File: src/acfr_pkg.sv
`timescale 1ns / 1ps

package acfr_pkg;

  // Bus event codes carried by the input func field. Code 3 is handled as an error.
  typedef enum logic [1:0] {
    FUNC_FIRST = 2'd0,
    FUNC_NEXT  = 2'd1,
    FUNC_ERROR = 2'd2
  } func_t;

  localparam int FRAME_BYTES = 14;
  localparam int FRAME_WORDS = 7;
  localparam int WORD_IDX_W  = 3;
  localparam int COUNT_W     = 4;

  localparam logic [WORD_IDX_W-1:0] LAST_WORD_IDX = 3'd6;

  localparam logic [COUNT_W-1:0] LEN_BASE      = 4'd6;
  localparam logic [COUNT_W-1:0] LEN_ICD_SHORT = 4'd7;
  localparam logic [COUNT_W-1:0] LEN_ICD_MID   = 4'd11;
  localparam logic [COUNT_W-1:0] LEN_ICD_LONG  = 4'd13;
  localparam logic [4:0]         ICD_OPCODE    = 5'h1f;

  typedef struct packed {
    logic [FRAME_WORDS-1:0][15:0] words;
    logic [2:0]                   device_id;
    logic [COUNT_W-1:0]           length;
  } frame_t;

  typedef struct packed {
    logic   load;
    frame_t frame;
  } load_req_t;

  // Command length from the first two bytes; extended commands use byte 1 bits 7:5.
  function automatic logic [COUNT_W-1:0] decode_length(input logic [7:0] b0,
                                                       input logic [7:0] b1);
    logic [2:0] ext;
    ext = b1[7:5];
    if (b0[4:0] != ICD_OPCODE) begin
      return LEN_BASE;
    end
    case (ext) inside
      3'd1, 3'd2: return LEN_ICD_MID;
      3'd5:       return LEN_ICD_LONG;
      default:    return LEN_ICD_SHORT;
    endcase
  endfunction

endpackage

File: src/acsi_command_frame_receiver.sv
`timescale 1ns / 1ps
// Command frame receiver for a disk bus target.
// Input channel (in_valid / in_stall, in_func, in_bus_byte): one bus event per
// transaction, either a first command byte, a following byte or a bus error.
// Output channel (out_valid / out_stall): each completed frame leaves as seven
// transactions of one 16-bit word each, with index, device id, frame length and
// a flag on the seventh word.
// Configuration: cfg_write_en with cfg_write_data loads the enabled id mask.
// The first word is offered in the cycle after the byte that completes the frame
// is accepted. One input transaction per cycle; one output word per cycle while
// out_stall is low, the word emitter stepping through the seven words of a frame.
// Only a completing byte that arrives while the emitter still holds an earlier
// frame (other than on its final word leaving) is stalled; all other events are
// taken at once. Reset is synchronous and active low: it empties the emitter,
// sets the mask to device 0 only, clears the command buffer to zero and returns
// the assembler to idle. While out_stall is high the current word is held.
module acsi_command_frame_receiver import acfr_pkg::*; #(
  parameter int BUFFER_BYTES = 14
) (
  input  logic                  clk,
  input  logic                  rst_n,
  input  logic                  in_valid,
  output logic                  in_stall,
  input  logic [1:0]            in_func,
  input  logic [7:0]            in_bus_byte,
  output logic                  out_valid,
  input  logic                  out_stall,
  output logic [15:0]           out_frame_word,
  output logic [WORD_IDX_W-1:0] out_word_index,
  output logic [2:0]            out_device_id,
  output logic [COUNT_W-1:0]    out_frame_length,
  output logic                  out_last_word,
  input  logic                  cfg_write_en,
  input  logic [7:0]            cfg_write_data
);

  load_req_t load_req;
  logic      can_load;

  // Assembler: holds the frame state and the command buffer, and hands a full
  // snapshot of the frame to the emitter when the expected byte count is reached.
  acfr_assembler #(
    .BUFFER_BYTES(BUFFER_BYTES)
  ) u_assembler (
    .clk           (clk),
    .rst_n         (rst_n),
    .in_valid      (in_valid),
    .in_stall      (in_stall),
    .in_func       (in_func),
    .in_bus_byte   (in_bus_byte),
    .cfg_write_en  (cfg_write_en),
    .cfg_write_data(cfg_write_data),
    .can_load      (can_load),
    .load_req      (load_req)
  );

  // Emitter: the result register, stepping through the seven words of a frame.
  acfr_emitter u_emitter (
    .clk             (clk),
    .rst_n           (rst_n),
    .load_req        (load_req),
    .can_load        (can_load),
    .out_valid       (out_valid),
    .out_stall       (out_stall),
    .out_frame_word  (out_frame_word),
    .out_word_index  (out_word_index),
    .out_device_id   (out_device_id),
    .out_frame_length(out_frame_length),
    .out_last_word   (out_last_word)
  );

endmodule

File: src/acfr_assembler.sv
`timescale 1ns / 1ps

module acfr_assembler import acfr_pkg::*; #(
  parameter int BUFFER_BYTES = 14
) (
  input  logic            clk,
  input  logic            rst_n,
  input  logic            in_valid,
  output logic            in_stall,
  input  logic [1:0]      in_func,
  input  logic [7:0]      in_bus_byte,
  input  logic            cfg_write_en,
  input  logic [7:0]      cfg_write_data,
  input  logic            can_load,
  output load_req_t       load_req
);

  localparam int IDX_W = $clog2(BUFFER_BYTES);

  logic [7:0]                   mask_r;
  logic                         collecting_r, collecting_nxt;
  logic [COUNT_W-1:0]           cnt_r, cnt_nxt;
  logic [COUNT_W-1:0]           exp_r, exp_nxt;
  logic [BUFFER_BYTES-1:0][7:0] cmd_bytes_r, cmd_bytes_nxt;

  logic [COUNT_W-1:0] cnt_inc;
  logic [COUNT_W-1:0] exp_new;
  logic               completes;
  logic               accept;

  assign cnt_inc   = cnt_r + COUNT_W'(1);
  assign exp_new   = (cnt_inc == COUNT_W'(2)) ? decode_length(cmd_bytes_r[0], in_bus_byte)
                                              : exp_r;
  assign completes = (in_func == FUNC_NEXT) && collecting_r && (cnt_inc >= exp_new);
  assign in_stall  = completes && !can_load;
  assign accept    = in_valid && !in_stall;

  always_comb begin
    cmd_bytes_nxt  = cmd_bytes_r;
    collecting_nxt = collecting_r;
    cnt_nxt        = cnt_r;
    exp_nxt        = exp_r;
    case (func_t'(in_func))
      FUNC_FIRST: begin
        cmd_bytes_nxt[0] = in_bus_byte;
        if (mask_r[in_bus_byte[7:5]]) begin
          collecting_nxt = 1'b1;
          cnt_nxt        = COUNT_W'(1);
          exp_nxt        = LEN_BASE;
        end else begin
          collecting_nxt = 1'b0;
        end
      end
      FUNC_NEXT: begin
        if (collecting_r) begin
          if ({1'b0, cnt_r} < (COUNT_W + 1)'(BUFFER_BYTES)) begin
            cmd_bytes_nxt[cnt_r[IDX_W-1:0]] = in_bus_byte;
          end
          cnt_nxt = cnt_inc;
          exp_nxt = exp_new;
          if (completes) begin
            collecting_nxt = 1'b0;
          end
        end
      end
      default: begin
        collecting_nxt = 1'b0;
      end
    endcase
  end

  always_comb begin
    load_req.load = accept && completes;
    for (int k = 0; k < FRAME_WORDS; k++) begin
      load_req.frame.words[k] = {cmd_bytes_nxt[2*k], cmd_bytes_nxt[2*k+1]};
    end
    load_req.frame.device_id = cmd_bytes_r[0][7:5];
    load_req.frame.length    = cnt_inc;
  end

  always_ff @(posedge clk) begin
    if (!rst_n) begin
      mask_r       <= 8'h01;
      collecting_r <= 1'b0;
      cnt_r        <= '0;
      exp_r        <= LEN_BASE;
      cmd_bytes_r  <= '0;
    end else begin
      if (cfg_write_en) begin
        mask_r <= cfg_write_data;
      end
      if (accept) begin
        collecting_r <= collecting_nxt;
        cnt_r        <= cnt_nxt;
        exp_r        <= exp_nxt;
        cmd_bytes_r  <= cmd_bytes_nxt;
      end
    end
  end

endmodule

File: src/acfr_emitter.sv
`timescale 1ns / 1ps

module acfr_emitter import acfr_pkg::*; (
  input  logic                  clk,
  input  logic                  rst_n,
  input  load_req_t             load_req,
  output logic                  can_load,
  output logic                  out_valid,
  input  logic                  out_stall,
  output logic [15:0]           out_frame_word,
  output logic [WORD_IDX_W-1:0] out_word_index,
  output logic [2:0]            out_device_id,
  output logic [COUNT_W-1:0]    out_frame_length,
  output logic                  out_last_word
);

  logic                  pending_r;
  logic [WORD_IDX_W-1:0] idx_r;
  frame_t                frame_r;
  logic                  last;

  assign last     = (idx_r == LAST_WORD_IDX);
  // A new frame may be loaded while the final word of the current one leaves.
  assign can_load = !pending_r || (last && !out_stall);

  always_ff @(posedge clk) begin
    if (!rst_n) begin
      pending_r <= 1'b0;
      idx_r     <= '0;
    end else if (load_req.load) begin
      pending_r <= 1'b1;
      idx_r     <= '0;
    end else if (pending_r && !out_stall) begin
      if (last) begin
        pending_r <= 1'b0;
        idx_r     <= '0;
      end else begin
        idx_r <= idx_r + WORD_IDX_W'(1);
      end
    end
  end

  always_ff @(posedge clk) begin
    if (load_req.load) begin
      frame_r <= load_req.frame;
    end
  end

  assign out_valid        = pending_r;
  assign out_frame_word   = frame_r.words[idx_r];
  assign out_word_index   = idx_r;
  assign out_device_id    = frame_r.device_id;
  assign out_frame_length = frame_r.length;
  assign out_last_word    = last;

endmodule

File: config.mk
export PLATFORM = sky130hd
export DESIGN_NAME = acsi_command_frame_receiver
export DESIGN_NICKNAME = d
export VERILOG_FILES = /design/src/acfr_pkg.sv /design/src/acsi_command_frame_receiver.sv /design/src/acfr_assembler.sv /design/src/acfr_emitter.sv
export SDC_FILE = /design/constraint.sdc
export NUM_CORES = 1
export LEC_CHECK = 0
export ABC_AREA = 1
export BUFFER_PORTS_ARGS = -buffer_cell sky130_fd_sc_hd__buf_2
export CAP_MARGIN = 30
export CORE_UTILIZATION = 55
export DETAILED_ROUTE_END_ITERATION = 6
export PLACE_DENSITY = 0.75
export SLEW_MARGIN = 20
export SYNTH_ARGS = -nofsm -noshare
export SYNTH_HDL_FRONTEND = slang
export SYNTH_HIERARCHICAL = 1
export SYNTH_SLANG_ARGS = --single-unit
export TNS_END_PERCENT = 5
File: constraint.sdc
create_clock -name clk -period 6.05 [get_ports clk]
set_input_delay 0.9075 -clock clk [delete_from_list [all_inputs] [get_ports clk]]
set_output_delay 0.9075 -clock clk [all_outputs]
set_load 0.01 [all_outputs]
# After elaboration in Yosys (flattened, before gate mapping)
# Cells that the tools add are included.
word_totals:
  regBits: 252
  in_bits: 23
  output_inout_bits: 29
  elab_cells: 99
classes:
  add_sub_neg: 2
  magnitude_cmp: 6
  n_eq_ne: 9
  n_mux: 31
  bitwise: 1
  n_reduce_logical: 21
op_table:
  columns: ["op", "count"]
  rows:
  - ["112-bit 2-to-1 mux", 2]
  - ["112-bit bitwise mux", 1]
  - ["104-bit 2-to-1 mux", 1]
  - ["16-bit binary-select mux with 3-bit select", 1]
  - ["4-bit 2-to-1 mux", 9]
  - ["8-bit demux with 4-bit select", 1]
  - ["16-bit 2-to-1 mux", 1]
  - ["4-bit one-hot mux with 2 select lines", 2]
  - ["8-bit one-hot mux with 2 select lines", 1]
  - ["1-bit logical AND", 8]
  - ["3-bit by 4-bit < comparator with 1-bit output, second input constant", 2]
  - ["1-bit 2-to-1 mux", 8]
  - ["8-bit 2-to-1 mux", 1]
  - ["3-bit == test, second input constant", 2]
  - ["2-bit nonzero test", 3]
  - ["4-bit by 5-bit < comparator with 1-bit output, second input constant", 1]
  - ["5-bit inequality test, second input constant", 1]
  - ["4-bit by 1-bit adder with 4-bit output, second input constant", 1]
  - ["4-bit by 2-bit == test with 1-bit output, second input constant", 1]
  - ["4-bit by 1-bit greater-or-equal comparator with 1-bit output, second input constant", 1]
  - ["4-bit greater-or-equal comparator", 1]
  - ["1-bit zero test", 4]
  - ["4-bit < comparator, second input constant", 1]
  - ["2-bit by 1-bit inequality test with 1-bit output, second input constant", 2]
  - ["other kinds (13)", 14]

# Depth between registers and ports, before layout
# Gate-level depths: netlist of run 1.
depth:
  ltp_word: 13
  ltp_mapped: 27
  mapped_depth_nobuf: 25

# By module
# The synthesis of run 1 kept the hierarchy.
by_module_without_submodules:
  columns: ["module", "n_inst", "cells_each", "area_each_um2", "seq_area_each_um2"]
  rows:
  - ["acfr_assembler", 1, 954, 6642.6, 2582.5]
  - ["acfr_emitter", 1, 496, 5227.5, 3653.5]

# Least setup slack after synthesis of run 1
# No wires, ideal clock.
synth_timing:
  path_kind: "input to register"
  from: "in in_bus_byte[7]"
  to: "reg u_emitter.idx_r[2] (netlist: u_emitter/out_word_index[2])"
  setup_ns: 0.109
  t_arrival_ns: 5.660
  t_required_ns: 5.941
  slack_ns: 0.282
  path_stages: 24
  path_buffers: 3
  path_cell_list: "inv_1 clkbuf_1 nand3_1 nand2_1 nand2_1 inv_1 ha_1 nand2_1 inv_1 nand2_1 nand3_1 nand3_2 nand2_4 inv_2 buf_6 buf_6 nand3_1 inv_1 inv_1 nand2_1 o21bai_1 inv_1 nand2_1 inv_1"
synth_rtl:
  columns: ["item", "line", "rtl"]
  rows:
  - ["from (decl)", "acsi_command_frame_receiver.sv:25", "input logic [7:0] in_bus_byte,"]
  - ["to (signal assigned)", "acfr_emitter.sv:38", "idx_r <= idx_r + WORD_IDX_W'(1);"]
  - ["to (decl)", "acfr_emitter.sv:18", "logic [WORD_IDX_W-1:0] idx_r;"]

==> reports/metrics.cfg, run 1 <==
[drt]
first_pass_iters=7
vias=9406
wirelength_um=27820
wire_per_inst_um=15.98
drc=0
ant_nets=0
avgViaCountPerCell=5.403
first_iter_violations=845

[final_layout]
fillers=1818
area_delta_synth_final_pct=7.494
diodes=0
drive_gt1_share_pct=11.05
design_area_sq_um=12760
fin_nets=1477
finalCoreUtilization_pct=60.51
final_cells=1741

[worst_setup_path]
r2r_setup_slack_ns=1.44
cp-end-kind=register
startpoint_type=input pin
crit_fanout=59
critical_path_class=input pin to register
crit_required_ns=6.26
r2r_end=u_emitter/frame_r[65]$_DFFE_PP_
reg2regPathDepth=18
r2r-start=u_assembler/cnt_r[1]$_SDFFE_PN0P_
arrival_ns=4.83

[hold_path]
hold_start=u_assembler/load_req[4]$_SDFFE_PN0N_
hold_path.class=register to register
holdPathEnd=u_emitter/out_device_id[0]$_DFFE_PP_
hold_depth=0

[timing]
setup_viol=0
skew_ns=0.02186
rsz0062_at_grt=false
maxSlewViolCount=0
post-route-period-util_pct=76.42
period_needed_ns=4.623
max-slew-margin-rel_pct=43.00
tightest_slew_ns=0.8541
max_clock_freq_ghz=0.2163
fin_setup_tns_ns=0
hold_violations=0

[clock_tree]
root_buffer=clkbuf_16
numCtsBuffers=27
cts.sink_count=252
holdBufCountCts=0
tritoncts=built
post_cts_buffers=0
clk_pin_slew_worst_paths_ns=0.06
clk_latency_ns=0.54
clockBufferDepth=3
post_cts_resize_count=0
ctsHtreeMaxLevel=1

[place]
dp_hpwl_um=16460
gp_congestion=0.8815
portBuffers=51
dp.cells=1692
placed_cell_area_sq_um=11870

[power_and_ir_drop]
power_density_nw_per_um2=294.8
p_int_mw=2.913
seqPwrFrac_pct=49.6
ir_drop_mv=0.2277
p_sw_mw=0.8493
leakagePower_nw=5.671
totalPowerFinal_mw=3.762
power_frac_comb_pct=6.6
power_frac_clock_pct=43.8
switching_share_pct=22.57

[logic_synthesis]
synth.distinct_cells=31
syn_inst=1450
synth_common_cells=389 x nand2_1, 221 x nor2_1, 133 x dfxtp_1
avgSynthCellArea_sq_um=8.186
synth_area_sq_um=11870
yosysMostFrequentCell=nand2_1
synthTopCellsByArea=edfxtp_1 30%, dfxtp_1 22%, nand2_1 12%
synth-async-reset-ratio_pct=0
syn-num-nets=1481
post-synth-top-area-cell=edfxtp_1
yosysWarnings=6
ys.flop_type=dfxtp_1
synth_top_area_share_pct=30.10
ys_seq_area_share_pct=52.54
synth-edff-count=119
synth_seq_cells=252

[floorplan]
num_io_pins=52
fp.dieH_um=148.9
start_util_pct=56.29
die_w_um=148.9
dieArea_sq_um=22170
core.rowCount=53
fp.coreArea_sq_um=21090

[global_routing]
grtUsageTotal_pct=25.60
grt.busiest_layer=met2
grt_max_degree=72
met3_usage_pct=3.303
grt_pass1_wl_um=44640
grt_pass1_vias=8760
antenna_found_initial=1
use_met1_pct=34.23
grt_util_met2_pct=43.16
grt-ovfl-total=0

[run]
maxCapViolations=0

[run_status]
status=complete, no violations

## final cells by class
type / count / area [sq um] / share of cell area (%)
clock buffers: 35 / 745.7 / 5.844
clock inverters: 14 / 148.9 / 1.167
inverters: 130 / 496.7 / 3.893
multi-input cells: 974 / 4422 / 34.65
flip-flops and latches: 252 / 6237 / 48.88
well taps: 275 / 344.1 / 2.697
repair buffers: 61 / 365.4 / 2.863
## metal layers
metal	vias up	routed length (um)	part of all wire, %
met2	386	13070	47
met1	4328	11720	42
met3	41	2460	8.8
met5	-	0	0
met4	0	568	2.0
li1	4651	-	-
## worst max-delay path, stage by stage
cell and delay, ns:
buf_2 0.15, inv_1 0.45, nand2_1 0.14, o21ai_0 0.19, nand2_1 0.08, nand2_1 0.15, nand2_1 0.07, ha_1 0.31
a21oi_1 0.14, nand3_1 0.14, nand3_2 0.12, nand2_4 0.30, clkinv_2 0.40, nand3_1 0.19, inv_4 0.62, buf_4 0.40
## worst max-delay path by stage
stage                                           start                                       end  slack [ns]  cells after the start
global placement                       in_bus_byte[5]           u_emitter/frame_r[65]$_DFFE_PP_        1.11                     18
detailed placement                     in_bus_byte[5]           u_emitter/frame_r[65]$_DFFE_PP_        0.91                     18
CTS                                    in_bus_byte[5]           u_emitter/frame_r[16]$_DFFE_PP_        1.45                     18
floorplan                              in_bus_byte[7]  u_emitter/out_word_index[2]$_SDFFE_PP0P_        0.28                     24
global route        u_assembler/cnt_r[1]$_SDFFE_PN0P_  u_emitter/out_word_index[2]$_SDFFE_PP0P_        1.10                     23
finish                                 in_bus_byte[5]           u_emitter/frame_r[65]$_DFFE_PP_        1.43                     16
## logic make-up after synthesis
| kind of cell | after synthesis | share of synthesized area, % |
|---|---|---|
| AO/OA/AOI/OAI | 263 | 11.76 |
| adder cells (fa/ha/maj) | 8 | 0.8433 |
| buffers and inverters | 224 | 10.21 |
| flip-flops | 252 | 52.54 |
| AND/OR/NAND/NOR | 703 | 24.64 |
## cell usage in the layout, fill, tap and decap left out, drive strengths merged
master / instances
buf: 61
nor3: 3
clkinv: 10
dfxtp: 133
nand4: 3
o21bai: 2
nor2: 231
bufinv: 3
a21oi: 25
nand2: 404
and2: 2
o21ai: 236
nand3: 60
inv: 129
clkinvlp: 2
clkbuf: 35
ha: 8
edfxtp: 119
## power groups by stage
stage                     Sequential (mW)  Clock (mW)  Combinational (mW)
after global routing                 1.87        1.74               0.282
after global placement               1.90           0               0.235
after floorplan                      1.90           0               0.202
after detailed placement             1.90           0               0.244
final                                1.87        1.65               0.248
after CTS                            1.87        1.67               0.246
## per-stage QoR
stage / hold slack, ns / setup slack, ns
6_report: 0.4373 / 1.427
5_1_grt: 0.4551 / 1.100
4_1_cts: 0.4351 / 1.447
3_5_place_dp: 0.4212 / 0.9086
3_3_place_gp: 0.4160 / 1.111
2_1_floorplan: 0.4292 / 0.2815
## state kept, by name (all words and copies together), names as in the netlist
| signal | cells |
|---|---|
| u_assembler/collecting_r | 1 |
| u_emitter/out_frame_length | 4 |
| u_emitter/out_word_index | 3 |
| u_emitter/frame_r | 112 |
| u_emitter/out_device_id | 3 |
| u_assembler/cnt_r | 4 |
| u_assembler/exp_r | 4 |
| u_emitter/out_valid | 1 |
| u_assembler/cmd_bytes_r | 109 |
| u_assembler/mask_r | 8 |
| u_assembler/load_req | 3 |
Note: power is estimated with default switching activity, not from simulation.
==> inputs of run 2 (changes only) <==
PLACE_DENSITY = 0.72   (was 0.75)
clock period = 4.7 ns   (was 6.05 ns; I/O delays follow)
==> run 2 against run 1 <==
Net effect: first-iteration DRC count is 6.3% higher; sequential power is 28% higher; global-route usage is 0.069 points higher; critical path depth is 4 higher; register-to-register slack worse by 0.83 ns; setup slack worse by 0.82 ns; clock skew is 0.012 ns lower; non-clock buffer count is 4 higher; cell count is 0.11% higher; largest power group unchanged; highest routed layer unchanged.
==> reports/metrics.cfg, run 2 (synthesis gave the netlist of run 1 again) <==
[clock_tree]
post_cts_buffers=0  ; unchanged
post_cts_resize_count=0  ; unchanged
clk_latency_ns=0.53  ; about the same
tritoncts=built
root_buffer=clkbuf_16
ctsHtreeMaxLevel=1  ; unchanged
numCtsBuffers=26  ; -3.7%
holdBufCountCts=0  ; unchanged
clockBufferDepth=3  ; unchanged
cts.sink_count=252  ; unchanged
clk_pin_slew_worst_paths_ns=0.06  ; about the same

[hold_path]
holdPathEnd=u_assembler/mask_r[0]$_SDFFE_PN1P_
hold_start=cfg_write_data[0]
hold_depth=3  ; +3
hold_path.class=input pin to register

[drt]
vias=9386  ; -0.21%
first_iter_violations=898  ; +6.3%
first_pass_iters=6  ; -1
avgViaCountPerCell=5.385  ; -0.33%
drc=0  ; unchanged
ant_nets=0  ; unchanged
wirelength_um=28060  ; +0.88%
wire_per_inst_um=16.10  ; +0.77%

[timing]
skew_ns=0.009453  ; -0.01240 ns
tightest_slew_ns=0.9187  ; +0.06457 ns
max_clock_freq_ghz=0.2444
max-slew-margin-rel_pct=38.69  ; -4.3 points
rsz0062_at_grt=false
fin_setup_tns_ns=0  ; unchanged
layout_setup_ws_ns=0.6090  ; -0.8177 ns
post-route-period-util_pct=87.04
setup_viol=0  ; unchanged
maxSlewViolCount=0  ; unchanged
period_needed_ns=4.091
hold_violations=0  ; unchanged

[worst_setup_path]
cp_common_cell=nand2_1
r2r-start=u_assembler/cnt_r[1]$_SDFFE_PN0P_
cp_slowest_stage_delay_ns=0.72  ; +0.10 ns
r2r_setup_slack_ns=0.61  ; -0.83 ns
startpoint_type=register
critical_path_class=register to register
cp_num_buf_inv=4  ; -1
crit_family=simple AND/OR/NAND/NOR gates
critical_path.slowest_cell=buf_4
crit_fanout=66  ; +12%
worstPathCellList=ha_1 > inv_1 > nand2_1 > nand3_1 > nor2_1 > nand2_1 > and2_1 > ha_1 > nand2_1 > nand2_1 > nand2_1 > nand3_1 > nand3_2 > nand2_4 > clkinv_2 > buf_4 > buf_4 > nand3_1 > nand2_1 > nor2_1
r2r_end=u_assembler/cnt_r[1]$_SDFFE_PN0P_
crit_required_ns=5.12  ; -1.14 ns
cp-end-kind=register
reg2regPathDepth=20  ; +2
arrival_ns=4.51  ; -0.32 ns

[global_routing]
grt_pass1_wl_um=44750  ; +0.26%
grt_util_met2_pct=43.49  ; +0.33 points
use_met1_pct=34.87  ; +0.63 points
met3_usage_pct=3.119  ; -0.18 points
grt_max_degree=92  ; +28%
grt-ovfl-total=0  ; unchanged
grt.busiest_layer=met2
grtUsageTotal_pct=25.67  ; +0.069 points
grt_pass1_vias=8584  ; -2.0%
antenna_found_initial=1  ; unchanged

[final_layout]
final_cell_mix=389 x nand2_1, 221 x nor2_1, 132 x o21ai_1, 132 x dfxtp_1, 121 x inv_1
diodes=0  ; unchanged
final_cells=1743  ; +0.11%
regMostFlops=u_emitter/frame_r
fin_nets=1480  ; +0.20%
reg_top3=u_emitter/frame_r: 112 flops, u_assembler/cmd_bytes_r: 109 flops, u_assembler/mask_r: 8 flops
drive_gt1_share_pct=10.69  ; -0.36 points
largest_register_ffs=112  ; unchanged
final_common_cell=nand2_1
area_delta_synth_final_pct=7.010

[floorplan]
dieArea_sq_um=22170  ; unchanged
fp.coreArea_sq_um=21090  ; unchanged
start_util_pct=56.29  ; unchanged
die_w_um=148.9  ; unchanged
num_io_pins=52  ; unchanged
fp.dieH_um=148.9  ; unchanged
core.rowCount=53  ; unchanged

[power_and_ir_drop]
p_sw_mw=1.067  ; +26%
power_frac_clock_pct=41.8  ; -2.0 points
p_int_mw=3.611  ; +24%
power_frac_comb_pct=6.9  ; +0.3 points
ir_drop_mv=0.2533  ; +11%
power_density_nw_per_um2=368.3  ; +25%
switching_share_pct=22.81  ; +0.23 points
totalPowerFinal_mw=4.678  ; +24%
seqPwrFrac_pct=51.4  ; +1.8 points
leakagePower_nw=5.637  ; -0.61%

[run]
maxCapViolations=0  ; unchanged

[place]
portBuffers=51  ; unchanged
dp.cells=1696  ; +0.24%
dp_slack_ns=0.7166  ; -0.1920 ns
gp_congestion=0.8611  ; -2.3%
dp_hpwl_um=16300  ; -0.94%

[run_status]
status=complete, no violations

-- run 2: power groups by stage --
stage	combinational [mW]	sequential, mW	clock, mW
floorplan	0.260	2.44	0
global placement	0.304	2.45	0
detailed placement	0.315	2.45	0
CTS	0.319	2.40	1.98
global route	0.363	2.41	2.07
finish	0.321	2.40	1.95
-- run 2: worst max-delay path by stage --
stage	from	end	slack, ns	depth (start not counted)
finish	u_assembler/cnt_r[1]$_SDFFE_PN0P_	u_assembler/cnt_r[1]$_SDFFE_PN0P_	0.61	20
floorplan	in_bus_byte[5]	u_emitter/frame_r[100]$_DFFE_PP_	0.01	19
global route	u_assembler/cnt_r[1]$_SDFFE_PN0P_	u_assembler/cnt_r[1]$_SDFFE_PN0P_	0.31	20
global placement	u_assembler/cnt_r[1]$_SDFFE_PN0P_	u_assembler/cnt_r[1]$_SDFFE_PN0P_	0.88	20
CTS	u_assembler/cnt_r[1]$_SDFFE_PN0P_	u_assembler/cmd_bytes_r[0]$_SDFFE_PN0N_	0.69	18
detailed placement	u_assembler/cnt_r[1]$_SDFFE_PN0P_	u_assembler/cnt_r[1]$_SDFFE_PN0P_	0.72	20
-- run 2: metal layers --
| layer | vias up | share of wire [%] |
|---|---|---|
| met2 | 357 | 47 |
| met5 | - | 0 |
| met1 | 4334 | 43 |
| met4 | 0 | 1.7 |
| met3 | 39 | 7.6 |
| li1 | 4656 | - |
-- run 2: layout make-up --
class / instances / area, sq um
tap: 275 / 344.1
multi-input combinational: 974 / 4422
fill: 1834 / 8386
sequential: 252 / 6237
inverter: 130 / 498.0
timing repair buffer: 65 / 387.9
clock inverter: 7 / 28.78
clock buffer: 40 / 784.5
-- run 2: metrics by stage --
stage	hold slack (ns)	utilization [%]	instance area, sq um
2_1_floorplan	0.4292	-	11870
3_3_place_gp	0.4201	56.38	11890
3_5_place_dp	0.4438	56.38	11890
4_1_cts	0.3830	60.24	12700
5_1_grt	0.4312	60.24	12700
6_report	0.3919	60.24	12700
-- run 2: tightest hold or removal path: cells and delay by family --
kind | cells | cell delay (ns)
compound gates | 2 | 0.11
buf+inv | 1 | 0.07
==> inputs of run 3 (changes only) <==
PLACE_DENSITY = 0.73   (was 0.72)
SETUP_SLACK_MARGIN = 0.5   (was unset)
SYNTH_HIERARCHICAL = unset   (was 1)
==> run 3 against run 2 <==
Net effect: clock skew is 0.0039 ns higher; sequential power about the same; core utilization grew 2.8 points; design area fell by 3.4%; via count shrank 7.3%; maximum frequency rose by 15%; setup slack better by 0.53 ns; largest power group unchanged; highest routed layer unchanged.
==> reports/metrics.cfg, run 3 <==
[power_and_ir_drop]
leakagePower_nw=4.653  ; -17%
switching_share_pct=21.96  ; -0.84 points
p_int_mw=3.814  ; +5.6%
power_frac_clock_pct=44.7  ; +2.9 points
power_frac_comb_pct=6.3  ; -0.6 points
seqPwrFrac_pct=49.0  ; -2.4 points
ir_drop_mv=0.2991  ; +18%
p_sw_mw=1.073  ; +0.61%
power_density_nw_per_um2=398.3  ; +8.2%

[place]
dp_hpwl_um=16900  ; +3.7%
portBuffers=51  ; unchanged
gp_congestion=0.8397  ; -2.5%

[timing]
max_clock_freq_ghz=0.2806  ; +15%
period_needed_ns=3.564  ; -0.5274 ns
skew_ns=0.01332  ; +0.003864 ns
rsz0062_at_grt=false
max-slew-margin-rel_pct=40.06  ; +1.4 points
post-route-period-util_pct=75.82  ; -11 points
setup_viol=0  ; unchanged
holdWs_ns=0.4035  ; +0.01164 ns
tightest_slew_ns=0.8982  ; -0.02049 ns
maxSlewViolCount=0  ; unchanged
hold_violations=0  ; unchanged
fin_setup_tns_ns=0  ; unchanged

[final_layout]
fillers=1640  ; -11%
diodes=0  ; unchanged
fin_nets=1315  ; -11%
reg_top3=u_emitter.frame_r: 112 flops, u_assembler.cmd_bytes_r: 109 flops, u_assembler.mask_r: 8 flops
largest_register_ffs=112  ; unchanged
final_common_cell=o21ai_0
area_delta_synth_final_pct=12.02
regMostFlops=u_emitter.frame_r
final_cell_mix=229 x o21ai_0, 210 x nand2_1, 194 x nor2_1
drive_gt1_share_pct=10.52  ; -0.17 points

[floorplan]
fp.dieH_um=143.1  ; -3.9%
fp.coreArea_sq_um=19460  ; -7.7%
start_util_pct=56.28  ; about the same
die_w_um=143.1  ; -3.9%
dieArea_sq_um=20480  ; -7.6%
num_io_pins=52  ; unchanged
core.rowCount=51  ; -3.8%

[clock_tree]
post_cts_resize_count=0  ; unchanged
cts.sink_count=252  ; unchanged
post_cts_buffers=0  ; unchanged
clockBufferDepth=3  ; unchanged
holdBufCountCts=0  ; unchanged
numCtsBuffers=27  ; +3.8%
root_buffer=clkbuf_16
tritoncts=built
ctsHtreeMaxLevel=1  ; unchanged
clk_latency_ns=0.52  ; about the same
clk_pin_slew_worst_paths_ns=0.06  ; about the same

[logic_synthesis]
ys.flop_type=dfxtp_1
synth_common_cells=230 x o21ai_0, 213 x nand2_1, 194 x nor2_1
synth.area.mux_share_pct=0  ; unchanged
synthTopCellsByArea=edfxtp_1 33%, dfxtp_1 24%, o21ai_0 11%
synth_top_family_by_area=compound AO/OA/AOI/OAI gates
synthSimpleGateAreaFrac_pct=16.37  ; -8.3 points
synth-edff-count=119  ; unchanged
synth_area_sq_um=10950  ; -7.7%
syn_inst=1277  ; -12%
avgSynthCellArea_sq_um=8.578  ; +4.8%
synthXorXnorAreaFrac_pct=0.2399  ; +0.24 points
synth_seq_cells=252  ; unchanged
yosysWarnings=0  ; -6
synth-async-reset-ratio_pct=0  ; unchanged
yosysMostFrequentCell=o21ai_0
synthAdderAreaFrac_pct=1.028  ; +0.18 points
ys_seq_area_share_pct=56.93  ; +4.4 points
synth_top_area_share_pct=32.62  ; +2.5 points
post-synth-top-area-cell=edfxtp_1
syn-num-nets=1309  ; -12%
synth_compound_area_share_pct=18.06  ; +6.3 points
synth.distinct_cells=32  ; +3.2%

[worst_setup_path]
cp-end-kind=register
r2r_setup_slack_ns=1.14  ; +0.53 ns
crit_required_ns=5.09  ; -0.03 ns
arrival_ns=3.96  ; -0.55 ns
startpoint_type=register
crit_fanout=26  ; -61%
critical_path_class=register to register

[global_routing]
grt_pass1_wl_um=43410  ; -3.0%
grt_pass1_vias=8194  ; -4.5%
antenna_found_initial=0  ; -1
grt-ovfl-total=0  ; unchanged
grt_max_degree=171  ; +86%
grtUsageTotal_pct=27.60  ; +1.9 points

[drt]
vias=8698  ; -7.3%
ant_nets=0  ; unchanged
wire_per_inst_um=17.44  ; +8.3%
first_iter_violations=796  ; -11%
wirelength_um=27330  ; -2.6%
avgViaCountPerCell=5.551  ; +3.1%
drc=0  ; unchanged
first_pass_iters=6  ; unchanged

[hold_path]
hold_path.class=input pin to register

[run_status]
status=complete, no violations

[run]
maxCapViolations=0  ; unchanged

-- run 3: cell types whose count changed after synthesis, moves of 16 or more --
cell / before / now
nand2_1: 389 / 213
o21ai_0: 85 / 230
o21ai_1: 132 / 29
a21oi_1: 25 / 75
nand3_1: 59 / 23
buf_6: 35 / 1
nor2_1: 221 / 194
inv_1: 122 / 98
buf_2: 13 / 31
o21ai_2: 19 / 3
-- run 3: layout make-up --
class | instances | area (sq um) | area share (%)
Inverter | 104 | 406.6 | 3.314
Timing Repair Buffer | 64 | 400.4 | 3.263
Clock buffer | 39 | 770.7 | 6.281
Tap cell | 265 | 331.6 | 2.702
Clock inverter | 9 | 147.6 | 1.203
Multi-Input combinational cell | 834 | 3976 | 32.41
Sequential cell | 252 | 6237 | 50.83
-- run 3: layer usage --
layer | wire length (um) | track usage (%) | vias to the layer above
met5 | 0 | 0 | -
li1 | - | - | 4291
met2 | 13060 | 47.47 | 294
met4 | 830 | 10.19 | 0
met1 | 11750 | 35.51 | 4057
met3 | 1686 | 3.588 | 56
-- run 3: critical path, cell delays in order (launching register included) --
cell	delay, ns
dfxtp_1	0.43
ha_4	0.20
xor2_2	0.28
nor2_1	0.07
nand2_1	0.17
nand2_1	0.09
o21ai_0	0.11
inv_1	0.07
ha_1	0.29
nand4_1	0.11
nand3_2	0.13
nand3_2	0.12
nand2_4	0.13
inv_2	0.05
nand2_4	0.07
clkinvlp_4	0.51
buf_4	0.46
nor2_1	0.12
nor2_1	0.04
-- run 3: final timing paths --
path                                                      startpoint                                    to  depth (start not counted)
worst max-delay path               u_assembler.cnt_r[1]$_SDFFE_PN0P_      u_emitter.out_valid$_SDFFE_PN0P_                         18
worst min-delay path                               cfg_write_data[4]    u_assembler.mask_r[4]$_SDFFE_PN0P_                          3
worst max register to register     u_assembler.cnt_r[1]$_SDFFE_PN0P_      u_emitter.out_valid$_SDFFE_PN0P_                         18
worst min register to register  u_assembler.load_req[5]$_SDFFE_PN0N_  u_emitter.out_device_id[1]$_DFFE_PP_                          0
-- run 3: stage by stage --
stage / area (sq um) / total power, mW / cells / util [%] / setup WS [ns]
floorplan: 11070 / 2.670 / 1277 / - / 0.4190
global placement: 11330 / 2.735 / 1518 / 58.22 / 1.100
detailed placement: 11340 / 2.747 / 1518 / 58.25 / 1.040
CTS: 12260 / 4.914 / 1566 / 62.97 / 0.9784
finish: 12270 / 4.888 / 1567 / 63.05 / 1.136
global route: 12270 / 5.055 / 1567 / 63.05 / 0.8555
-- run 3: logic make-up after synthesis --
family,Yosys count
XOR/XNOR,3
buffers and inverters,191
AND/OR/NAND/NOR,452
flip-flops,252
AO/OA/AOI/OAI,370
adder cells (fa/ha/maj),9
-- run 3: power groups by stage --
stage | clock network [mW] | registers [mW] | logic [mW]
after floorplan | 0 | 2.43 | 0.235
after global placement | 0 | 2.44 | 0.297
after detailed placement | 0 | 2.44 | 0.305
after CTS | 2.21 | 2.39 | 0.307
after global routing | 2.30 | 2.40 | 0.355
final | 2.18 | 2.40 | 0.309
